$ cat config.mk
export PLATFORM = sky130hd
export DESIGN_NAME = bresenham_line_raster_core
export DESIGN_NICKNAME = d
export VERILOG_FILES = /design/src/sv/brl_pkg.sv /design/src/sv/brl_setup.sv /design/src/sv/bresenham_line_raster_core.sv
export SDC_FILE = /design/constraint.sdc
export NUM_CORES = 1
export LEC_CHECK = 0
export ABC_CLOCK_PERIOD_IN_PS = 7330
export BUFFER_PORTS_ARGS = -buffer_cell sky130_fd_sc_hd__buf_4
export CELL_PAD_IN_SITES_DETAIL_PLACEMENT = 0
export CELL_PAD_IN_SITES_GLOBAL_PLACEMENT = 2
export CORE_UTILIZATION = 39
export CTS_BUF_LIST = sky130_fd_sc_hd__clkbuf_4 sky130_fd_sc_hd__clkbuf_8
export DETAILED_ROUTE_END_ITERATION = 8
export PLACE_DENSITY = 0.86
export SLEW_MARGIN = 10
export SYNTH_ARGS = -nofsm -noshare
export SYNTH_HDL_FRONTEND = slang
export SYNTH_SLANG_ARGS = --single-unit
export TNS_END_PERCENT = 100
$ cat constraint.sdc
create_clock -name clk_i -period 7.33 [get_ports clk_i]
set_input_delay 0.3665 -clock clk_i [delete_from_list [all_inputs] [get_ports clk_i]]
set_output_delay 0.3665 -clock clk_i [all_outputs]
set_load 0.01 [all_outputs]
$ cat src/sv/brl_pkg.sv
// Shared types and constants for the Bresenham line raster core.
package brl_pkg;

  localparam int unsigned CoordBits = 12;
  localparam int unsigned PitchBits = 13;
  localparam int unsigned AddrBits  = 24;
  localparam int unsigned ColorBits = 32;
  localparam int unsigned DeltaBits = CoordBits;
  localparam int unsigned ErrBits   = CoordBits + 3;

  localparam logic [PitchBits-1:0] RowPitchReset = PitchBits'(640);

  // Request codes carried in req_type
  localparam logic ReqStart = 1'b0;
  localparam logic ReqTick  = 1'b1;

  typedef struct packed {
    logic                 req_type;
    logic [CoordBits-1:0] start_x;
    logic [CoordBits-1:0] start_y;
    logic [CoordBits-1:0] end_x;
    logic [CoordBits-1:0] end_y;
    logic [ColorBits-1:0] line_color;
  } in_word_t;

  typedef struct packed {
    logic [CoordBits-1:0] pix_x;
    logic [CoordBits-1:0] pix_y;
    logic [AddrBits-1:0]  pix_addr;
    logic [ColorBits-1:0] pix_color;
    logic                 last_pixel;
  } out_word_t;

  // Walk set up from a pair of endpoints
  typedef struct packed {
    logic                        active;
    logic                        y_major;
    logic                        minor_down;
    logic [CoordBits-1:0]        major_pos;
    logic [CoordBits-1:0]        major_end;
    logic [CoordBits-1:0]        minor_pos;
    logic [DeltaBits-1:0]        delta_major;
    logic [DeltaBits-1:0]        delta_minor;
    logic signed [ErrBits-1:0]   error_term;
  } line_t;

endpackage

$ cat src/sv/brl_setup.sv
// Endpoint setup: picks the major axis, orders the endpoints and seeds the error term.
module brl_setup (
  input  logic [brl_pkg::CoordBits-1:0] start_x_i,
  input  logic [brl_pkg::CoordBits-1:0] start_y_i,
  input  logic [brl_pkg::CoordBits-1:0] end_x_i,
  input  logic [brl_pkg::CoordBits-1:0] end_y_i,
  output brl_pkg::line_t                line_o
);

  localparam int unsigned CB = brl_pkg::CoordBits;

  logic signed [CB:0]   dx, dy;
  logic [CB:0]          adx, ady;
  logic                 y_major;
  logic                 dx_neg, dy_neg, dx_pos, dy_pos;
  logic                 swap;
  logic [CB-1:0]        dmaj, dmin;

  always_comb begin
    dx     = $signed({1'b0, end_x_i}) - $signed({1'b0, start_x_i});
    dy     = $signed({1'b0, end_y_i}) - $signed({1'b0, start_y_i});
    dx_neg = dx[CB];
    dy_neg = dy[CB];
    dx_pos = !dx_neg && (dx != '0);
    dy_pos = !dy_neg && (dy != '0);
    adx    = dx_neg ? (CB+1)'(-dx) : dx;
    ady    = dy_neg ? (CB+1)'(-dy) : dy;
    y_major = !(ady < adx);
    dmaj   = y_major ? ady[CB-1:0] : adx[CB-1:0];
    dmin   = y_major ? adx[CB-1:0] : ady[CB-1:0];
    swap   = y_major ? dy_neg : dx_neg;

    line_o.y_major     = y_major;
    line_o.delta_major = dmaj;
    line_o.delta_minor = dmin;
    line_o.active      = (dmaj != '0);
    if (y_major) begin
      line_o.major_pos  = swap ? end_y_i : start_y_i;
      line_o.major_end  = swap ? start_y_i : end_y_i;
      line_o.minor_pos  = swap ? end_x_i : start_x_i;
      line_o.minor_down = dy_neg ? dx_pos : dx_neg;
    end else begin
      line_o.major_pos  = swap ? end_x_i : start_x_i;
      line_o.major_end  = swap ? start_x_i : end_x_i;
      line_o.minor_pos  = swap ? end_y_i : start_y_i;
      line_o.minor_down = dx_neg ? dy_pos : dy_neg;
    end
    // 2*dmin - dmaj
    line_o.error_term = $signed({2'b00, dmin, 1'b0}) - $signed({3'b000, dmaj});
  end

endmodule

$ cat src/sv/bresenham_line_raster_core.sv
// Bresenham line raster core: one pixel word per tick on an active line, address y*pitch+x.
// An accepted tick word loads its pixel word straight into the registered output slot.
// Throughput: one word per cycle while the output is not stalled, starts and ticks alike.
// A start word updates the walk state only and never produces a pixel word.
// Reset (rst_ni low, asynchronous): no line active, output empty, row pitch 640.
// The error-term update is registered and feeds back into the next tick.
module bresenham_line_raster_core (
  input  logic                          clk_i,
  input  logic                          rst_ni,
  input  logic                          in_valid_i,
  output logic                          in_ready_o,
  input  brl_pkg::in_word_t             in_word_i,
  output logic                          out_valid_o,
  input  logic                          out_ready_i,
  output brl_pkg::out_word_t            out_word_o,
  input  logic                          cfg_we_i,
  input  logic [brl_pkg::PitchBits-1:0] cfg_wdata_i
);

  localparam int unsigned CB = brl_pkg::CoordBits;
  localparam int unsigned EB = brl_pkg::ErrBits;
  localparam int unsigned AB = brl_pkg::AddrBits;
  localparam int unsigned PB = brl_pkg::PitchBits;

  // Configuration
  logic [PB-1:0] row_pitch_q;

  // Walk state
  logic                        busy_q, busy_d;
  logic                        y_major_q, y_major_d;
  logic                        minor_down_q, minor_down_d;
  logic [CB-1:0]               major_pos_q, major_pos_d;
  logic [CB-1:0]               major_end_q, major_end_d;
  logic [CB-1:0]               minor_pos_q, minor_pos_d;
  logic [brl_pkg::DeltaBits-1:0] delta_major_q, delta_major_d;
  logic [brl_pkg::DeltaBits-1:0] delta_minor_q, delta_minor_d;
  logic signed [EB-1:0]        error_term_q, error_term_d;
  logic [brl_pkg::ColorBits-1:0] held_color_q, held_color_d;

  // Output stage
  logic               out_valid_q, out_valid_d;
  brl_pkg::out_word_t out_word_q, out_word_d;

  brl_pkg::line_t setup_line;

  logic                 in_fire, start_fire, tick_fire;
  logic [CB-1:0]        px, py, major_inc;
  logic                 last;
  logic [CB+PB-1:0]     row_base;
  logic signed [EB-1:0] two_min, two_maj;

  brl_setup u_setup (
    .start_x_i (in_word_i.start_x),
    .start_y_i (in_word_i.start_y),
    .end_x_i   (in_word_i.end_x),
    .end_y_i   (in_word_i.end_y),
    .line_o    (setup_line)
  );

  // Take a new word whenever the output slot is free or being drained
  assign in_ready_o = !out_valid_q || out_ready_i;
  assign in_fire    = in_valid_i && in_ready_o;
  assign start_fire = in_fire && (in_word_i.req_type == brl_pkg::ReqStart);
  // Ticks while idle are dropped without a pixel word
  assign tick_fire  = in_fire && (in_word_i.req_type == brl_pkg::ReqTick) && busy_q;

  // Current pixel from the walk state
  always_comb begin
    px        = y_major_q ? minor_pos_q : major_pos_q;
    py        = y_major_q ? major_pos_q : minor_pos_q;
    major_inc = major_pos_q + CB'(1);
    last      = (major_inc == major_end_q);
    row_base  = py * row_pitch_q;
    two_min   = $signed({2'b00, delta_minor_q, 1'b0});
    two_maj   = $signed({2'b00, delta_major_q, 1'b0});
  end

  // Next walk state: load on start, advance on tick, otherwise hold
  always_comb begin
    busy_d        = busy_q;
    y_major_d     = y_major_q;
    minor_down_d  = minor_down_q;
    major_pos_d   = major_pos_q;
    major_end_d   = major_end_q;
    minor_pos_d   = minor_pos_q;
    delta_major_d = delta_major_q;
    delta_minor_d = delta_minor_q;
    error_term_d  = error_term_q;
    held_color_d  = held_color_q;
    if (start_fire) begin
      busy_d        = setup_line.active;
      y_major_d     = setup_line.y_major;
      minor_down_d  = setup_line.minor_down;
      major_pos_d   = setup_line.major_pos;
      major_end_d   = setup_line.major_end;
      minor_pos_d   = setup_line.minor_pos;
      delta_major_d = setup_line.delta_major;
      delta_minor_d = setup_line.delta_minor;
      error_term_d  = setup_line.error_term;
      held_color_d  = in_word_i.line_color;
    end else if (tick_fire) begin
      if (error_term_q > 0) begin
        minor_pos_d  = minor_down_q ? minor_pos_q - CB'(1) : minor_pos_q + CB'(1);
        error_term_d = error_term_q + two_min - two_maj;
      end else begin
        error_term_d = error_term_q + two_min;
      end
      major_pos_d = major_inc;
      busy_d      = !last;
    end
  end

  // Output slot: load on tick, drop once taken
  always_comb begin
    out_word_d = out_word_q;
    if (tick_fire) begin
      out_valid_d           = 1'b1;
      out_word_d.pix_x      = px;
      out_word_d.pix_y      = py;
      out_word_d.pix_addr   = AB'(row_base + (CB+PB)'(px));
      out_word_d.pix_color  = held_color_q;
      out_word_d.last_pixel = last;
    end else if (out_ready_i) begin
      out_valid_d = 1'b0;
    end else begin
      out_valid_d = out_valid_q;
    end
  end

  always_ff @(posedge clk_i or negedge rst_ni) begin
    if (!rst_ni) begin
      row_pitch_q   <= brl_pkg::RowPitchReset;
      busy_q        <= 1'b0;
      out_valid_q   <= 1'b0;
      y_major_q     <= 1'b0;
      minor_down_q  <= 1'b0;
      major_pos_q   <= '0;
      major_end_q   <= '0;
      minor_pos_q   <= '0;
      delta_major_q <= '0;
      delta_minor_q <= '0;
      error_term_q  <= '0;
      held_color_q  <= '0;
    end else begin
      if (cfg_we_i) begin
        row_pitch_q <= cfg_wdata_i;
      end
      busy_q        <= busy_d;
      out_valid_q   <= out_valid_d;
      y_major_q     <= y_major_d;
      minor_down_q  <= minor_down_d;
      major_pos_q   <= major_pos_d;
      major_end_q   <= major_end_d;
      minor_pos_q   <= minor_pos_d;
      delta_major_q <= delta_major_d;
      delta_minor_q <= delta_minor_d;
      error_term_q  <= error_term_d;
      held_color_q  <= held_color_d;
    end
  end

  // Pixel payload register, no reset needed
  always_ff @(posedge clk_i) begin
    out_word_q <= out_word_d;
  end

  assign out_valid_o = out_valid_q;
  assign out_word_o  = out_word_q;

  a_busy_not_at_end: assert property (@(posedge clk_i) disable iff (!rst_ni)
    busy_q |-> (major_pos_q != major_end_q))
    else $error("active walk sits on its far endpoint");

  a_last_ends_walk: assert property (@(posedge clk_i) disable iff (!rst_ni)
    (tick_fire && last) |=> !busy_q)
    else $error("walk still active after last pixel");

  a_pixel_from_tick: assert property (@(posedge clk_i) disable iff (!rst_ni)
    $rose(out_valid_q) |-> $past(tick_fire))
    else $error("pixel word without an accepted tick");

  a_stall_blocks_input: assert property (@(posedge clk_i) disable iff (!rst_ni)
    (out_valid_q && !out_ready_i) |-> !in_ready_o)
    else $error("input taken while pixel word is stalled");

endmodule

# Word-level counts from Yosys, hierarchy flattened
# Cells that the tools add are included.
dict set report op_classes {
  n_addsub 11
  mul 1
  n_lt_le_gt_ge 2
  eq_ne 1
  n_mux 27
  n_bitwise 1
  n_reduce_logical 19
}
# operator count
set op_table {}
lappend op_table {{$mux 12} 14}
lappend op_table {{$mux 15} 3}
lappend op_table {{$mux 37} 1}
lappend op_table {{$mux 13} 2}
lappend op_table {{$neg 13->13} 2}
lappend op_table {{$reduce_bool 13->1} 2}
lappend op_table {{$sub 12x12->13} 2}
lappend op_table {{$add 12x1->12 const B} 2}
lappend op_table {{$add 24x12->24} 1}
lappend op_table {{$mul 12x13->24} 1}
lappend op_table {{$add 15x14->15} 1}
lappend op_table {{$gt 15x1->1 const B} 1}
lappend op_table {{$sub 15x14->15} 1}
lappend op_table {{$sub 13x12->14} 1}
lappend op_table {{$lt 13x13->1} 1}
lappend op_table {{$eq 12x12->1} 1}
lappend op_table {{$reduce_bool 12->1} 1}
lappend op_table {{$sub 12x1->12 const B} 1}
lappend op_table {{$mux 1} 7}
lappend op_table {{$logic_and 1x1->1} 6}
lappend op_table {{$reduce_bool 2->1} 3}
lappend op_table {{$logic_not 1->1} 5}
lappend op_table {{$reduce_and 2->1} 1}
lappend op_table {{$logic_or 1x1->1} 1}
lappend op_table {{$not 1->1} 1}
dict set report totals {
  regBits 205
  in_bits 99
  out_inout_bits 83
  wordCells 79
}

# Longest topological paths before layout
dict set report depth {
  ltp_word 8
  mapped_depth 36
  depth_no_buf 32
}

# Hierarchy
# A second synthesis with hierarchy kept.
dict set report unflattened {
  cells_unflattened 2155
  hier_area_um2 19233.4
}
# mod n_inst cells_per_inst area_each_um2 seq_area_each_um2
set by_module_without_submodules {}
lappend by_module_without_submodules {bresenham_line_raster_core 1 1542 15056.9 5537.8}
lappend by_module_without_submodules {brl_setup 1 613 4176.5 0.0}

# Worst setup path after synthesis
# Ideal clock, no wire load.
dict set report synth_timing {
  path_kind {input to register}
  from {in in_word_i[32] (netlist bit)}
  to {reg error_term_q[12]}
  setup_ns 0.139
  t_arrival_ns 6.953
  required_time_ns 7.191
  path_slack_ns 0.237
  cell_stages 35
  path_buffers 5
  path_cell_list {inv_1 > ha_1 > inv_1 > fa_1 > a211oi_2 > o21ai_0 > a2111oi_1 > o31ai_1 > clkbuf_1 > nor2_1 > xnor2_1 > ha_1 > a21oi_1 > o21ai_0 > a211oi_1 > o21ai_0 > a221oi_1 > maj3_4 > o21ai_2 > buf_6 > buf_2 > buf_1 > nor2_1 > a21oi_1 > ha_1 > clkbuf_1 > a21o_1 > a21oi_1 > maj3_1 > o21ba_2 > o211ai_1 > o2111ai_1 > a2111oi_0 > or4_1 > a31oi_1}
}
# element line
set synth_rtl {}
lappend synth_rtl {{start, declared} bresenham_line_raster_core.sv:12} ;# input brl_pkg::in_word_t in_word_i,
lappend synth_rtl {{end signal, assigned} bresenham_line_raster_core.sv:157} ;# error_term_q <= error_term_d;
lappend synth_rtl {{end, declared} bresenham_line_raster_core.sv:37} ;# logic signed [EB-1:0] error_term_q, error_term_d;

# Worst setup path in the final report
dict set report layout_timing {
  from {in in_word_i[44] (netlist bit)}
  to {reg error_term_q[12]}
}
dict set report layout_via {
  elab_chain_cells 7
  word_cells_on_any_way 8
  classes_between {3 x add/sub; 1 x order compare; 4 x mux}
}
# element line
set layout_rtl {}
lappend layout_rtl {{$sub 12x12->13 *} brl_setup.sv:20} ;# dx = $signed({1'b0, end_x_i}) - $signed({1'b0, start_x_i});
lappend layout_rtl {{$neg 13->13} brl_setup.sv:26} ;# adx = dx_neg ? (CB+1)'(-dx) : dx;
lappend layout_rtl {{$mux 13 *} brl_setup.sv:26}
lappend layout_rtl {{$lt 13x13->1} brl_setup.sv:28} ;# y_major = !(ady < adx);
lappend layout_rtl {{$mux 12 (on tied branches)} {brl_setup.sv:30, brl_setup.sv:29}}
lappend layout_rtl {{$sub 13x12->14 *} brl_setup.sv:49} ;# line_o.error_term = $signed({2'b00, dmin, 1'b0}) - $signed({3'b000, dmaj});
lappend layout_rtl {{$mux 15 *} bresenham_line_raster_core.sv:90} ;# if (start_fire) begin
# Every way passes the cells marked *; elsewhere a longest branch is shown, timed or not.
# A chain may end at the register's enable or synchronous reset.

==> metrics.yaml <==
outcome:
  status: "finished clean"
route:
  via_count: 15370
  drcViolationCount: 0
  vias_per_cell: 5.193
  wl_per_cell_um: 17.77
  routed_wl_um: 52590
  dr.pass1.iters: 6
  postRouteAntennaNets: 0
  drt-initial-drc-count: 914
timing:
  fin_skew_ns: 0.02472
  setup_violations: 0
  max_freq_ghz: 0.1478
  tightest_slew_ns: 0.9498
  drv_slew: 0
  post-route-min-period_ns: 6.765
  maxSlewHeadroom_pct: 36.68
  final_hold_viol_count: 0
  setup_tns_ns: 0
  rsz0062_at_grt: "false"
  finalCritPeriodShare_pct: 92.29
clocking:
  cts_tree: "done"
  cts_max_level: 2
  numClockSinks: 205
  hold_buffers: 45
  ctsRootBufferMaster: "clkbuf_8"
  cts-resized-gates: 0
  cts_setup_buffers: 0
  clockBufferDepth: 3
  clk_latency_ns: 0.60
  numCtsBuffers: 39
  path_clk_slew_ns: 0.05
global_route:
  grtUsageMet1_pct: 29.39
  gr-usage-met2_pct: 36.11
  grt_overflow: 0
  grt_first_pass_wirelength_um: 85360
  grt.busiest_layer: "met2"
  antenna_found_initial: 0
  grtUsageMet3_pct: 3.366
  grt_max_degree: 71
  grt_pass1_vias: 15692
  grt.total_usage_pct: 21.98
run:
  cap_violations: 0
floorplanning:
  die_x_um: 221.9
  rows: 80
  die-area_mm2: 0.04922
  boundaryPins: 182
  coreArea_mm2: 0.04775
  die_height_um: 221.9
  start_util_pct: 39.48
final_layout:
  diodes: 0
  drive_above_1_share_pct: 16.16
  regArea_mm2: 0.005538
  multiInputGateArea_mm2: 0.01213
  area_growth_syn_to_layout_pct: 17.95
  fin_util_pct: 46.57
  design_area_mm2: 0.02223
  fillCellCount: 4691
  nets: 2687
synthesis:
  synth-seq-cells: 205
  syn-num-nets: 2467
  synth_cell_type_count: 80
  synthCells: 2095
  synth_area_mm2: 0.01885
  synth_top_area_share_pct: 16.20
  synthFlopType: "dfrtp_1"
  synthArstFlopShare_pct: 60.49
  synth_top_cell_by_area: "dfrtp_1"
  yosys-top-cells-area: "dfrtp_1, fa_1, edfxtp_1, ha_1, nand2_1"
  ys_warn_count: 0
  avgSynthCellArea_um2: 8.998
  synth_edf_count: 81
  seq_area_frac_synth_pct: 29.38
critical_path:
  end_kind: "flop"
  slowest_stage: "o31ai_1"
  required_ns: 7.84
  startpoint_type: "input pin"
  critical_path.max_stage_delay_ns: 0.51
  criticalPathCategory: "in2reg"
  arrival_ns: 7.27
  path_max_fanout: 6
min_path:
  hp-class: "in2reg"
placement:
  numPortBuffers: 181
  gp_congestion: 0.8634
  dpl.hpwl_um: 40180
  postPlaceCellArea_mm2: 0.02102
## cells in the mapped netlist (4+ instances only)
cell / instances
o31a_1: 4
mux2i_1: 44
o2111ai_1: 5
nor2b_1: 12
o21bai_1: 15
ha_1: 147
o21ai_1: 5
nand2b_1: 8
a31oi_1: 13
and3_1: 8
o31ai_1: 9
a21oi_1: 133
xnor2_1: 77
dfrtp_1: 122
o211ai_1: 25
clkbuf_1: 78
a21boi_0: 5
nand4_1: 9
nor4_1: 10
a21o_1: 19
nand3_1: 18
inv_1: 228
or2_2: 7
mux2_2: 57
nor3_1: 30
and2_1: 79
xor2_1: 38
fa_1: 126
a2111oi_0: 6
o21ai_0: 103
o21a_1: 16
nand2_1: 336
buf_1: 9
or3_1: 6
edfxtp_1: 81
a211oi_1: 19
nor2_1: 124
## cell usage in the layout (no fill, tap or decap), types with 8 or more instances in the layout
master and count:
a31oi_1 13, nand2_1 336, nand3_1 18, clkinv_1 10
clkbuf_4 13, fa_1 126, nand2b_1 8, and3_1 8
nor2b_1 12, o21a_1 15, buf_4 227, o21bai_1 15
o211ai_1 25, nor3_1 30, nor2_1 123, xor2_1 38
xnor2_1 77, dlygate4sd3_1 45, nand4_1 9, inv_1 228
ha_1 147, nor4_1 10, o31ai_1 8, and2_1 79
o21ai_0 102, edfxtp_1 81, mux2_2 57, mux2i_1 43
a21oi_1 133, a21o_1 19, a211oi_1 19, dfrtp_1 122
clkbuf_8 41
## per-layer routing
| layer | routed length, µm | share of wire (%) | vias up |
|---|---|---|---|
| met3 | 2384 | 4.5 | 85 |
| met5 | 0 | 0 | - |
| met2 | 24490 | 47 | 364 |
| met4 | 1542 | 2.9 | 0 |
| met1 | 24170 | 46 | 7409 |
| li1 | - | - | 7512 |
## state kept, by name, summed over array words and instances (netlist names), 12 cells and up
signal and count:
major_pos_q 12, delta_minor_q 12, error_term_q 15, out_word_o 81, row_pitch_q 13, held_color_q 32
major_end_q 12, minor_pos_q 12, delta_major_q 12
## worst paths after layout
check / from / to / slack (ns) / depth (start not counted)
max: in_word_i[44] / error_term_q[12] / 0.57 / 30
min: cfg_wdata_i[0] / row_pitch_q[0] / 0.04 / 2
max reg2reg: y_major_q / out_word_o[55] / 0.76 / 24
min reg2reg: held_color_q[24] / out_word_o[25] / 0.44 / 0
max in group asynchronous: rst_ni / held_color_q[21] / 5.60 / 3
min in group asynchronous: rst_ni / delta_major_q[8] / 0.36 / 2
## logic make-up after synthesis
kind of cell,share of synthesized area (%)
buf+inv,6.551
flops,29.38
mux,5.741
fa+ha+maj,23.32
compound gates,13.79
simple gates,15.79
xor+xnor,5.429
## per-stage QoR
stage | hold WS, ns | std cells | setup slack, ns
2_1_floorplan | 0.07091 | 2095 | 0.2371
3_3_place_gp | 0.3666 | 2844 | 0.05759
3_5_place_dp | 0.3726 | 2844 | 0.04703
4_1_cts | 0.001155 | 2960 | 0.6507
5_1_grt | 0.02444 | 2960 | 0.03106
6_report | 0.04372 | 2960 | 0.5655
## critical path: cells and delay by family
kind,cells,cell delay [ns]
XOR/XNOR,1,0.21
AND/OR/NAND/NOR,4,0.89
buffers and inverters,2,0.12
multiplexers,1,0.36
AO/OA/AOI/OAI,16,3.44
adder cells (fa/ha/maj),6,1.89
## final cells by class
| type | instances | area share (%) |
|---|---|---|
| clock buffer | 54 | 2.977 |
| clock inverter | 17 | 0.4783 |
| inverter | 229 | 3.877 |
| multi-input combinational | 1567 | 54.56 |
| sequential | 205 | 24.91 |
| tap | 615 | 3.461 |
| timing repair buffer | 273 | 9.741 |
Power is left out: the tool's default activity adds up to more than one toggle a clock period on the data nets, which glitch-free logic cannot reach.
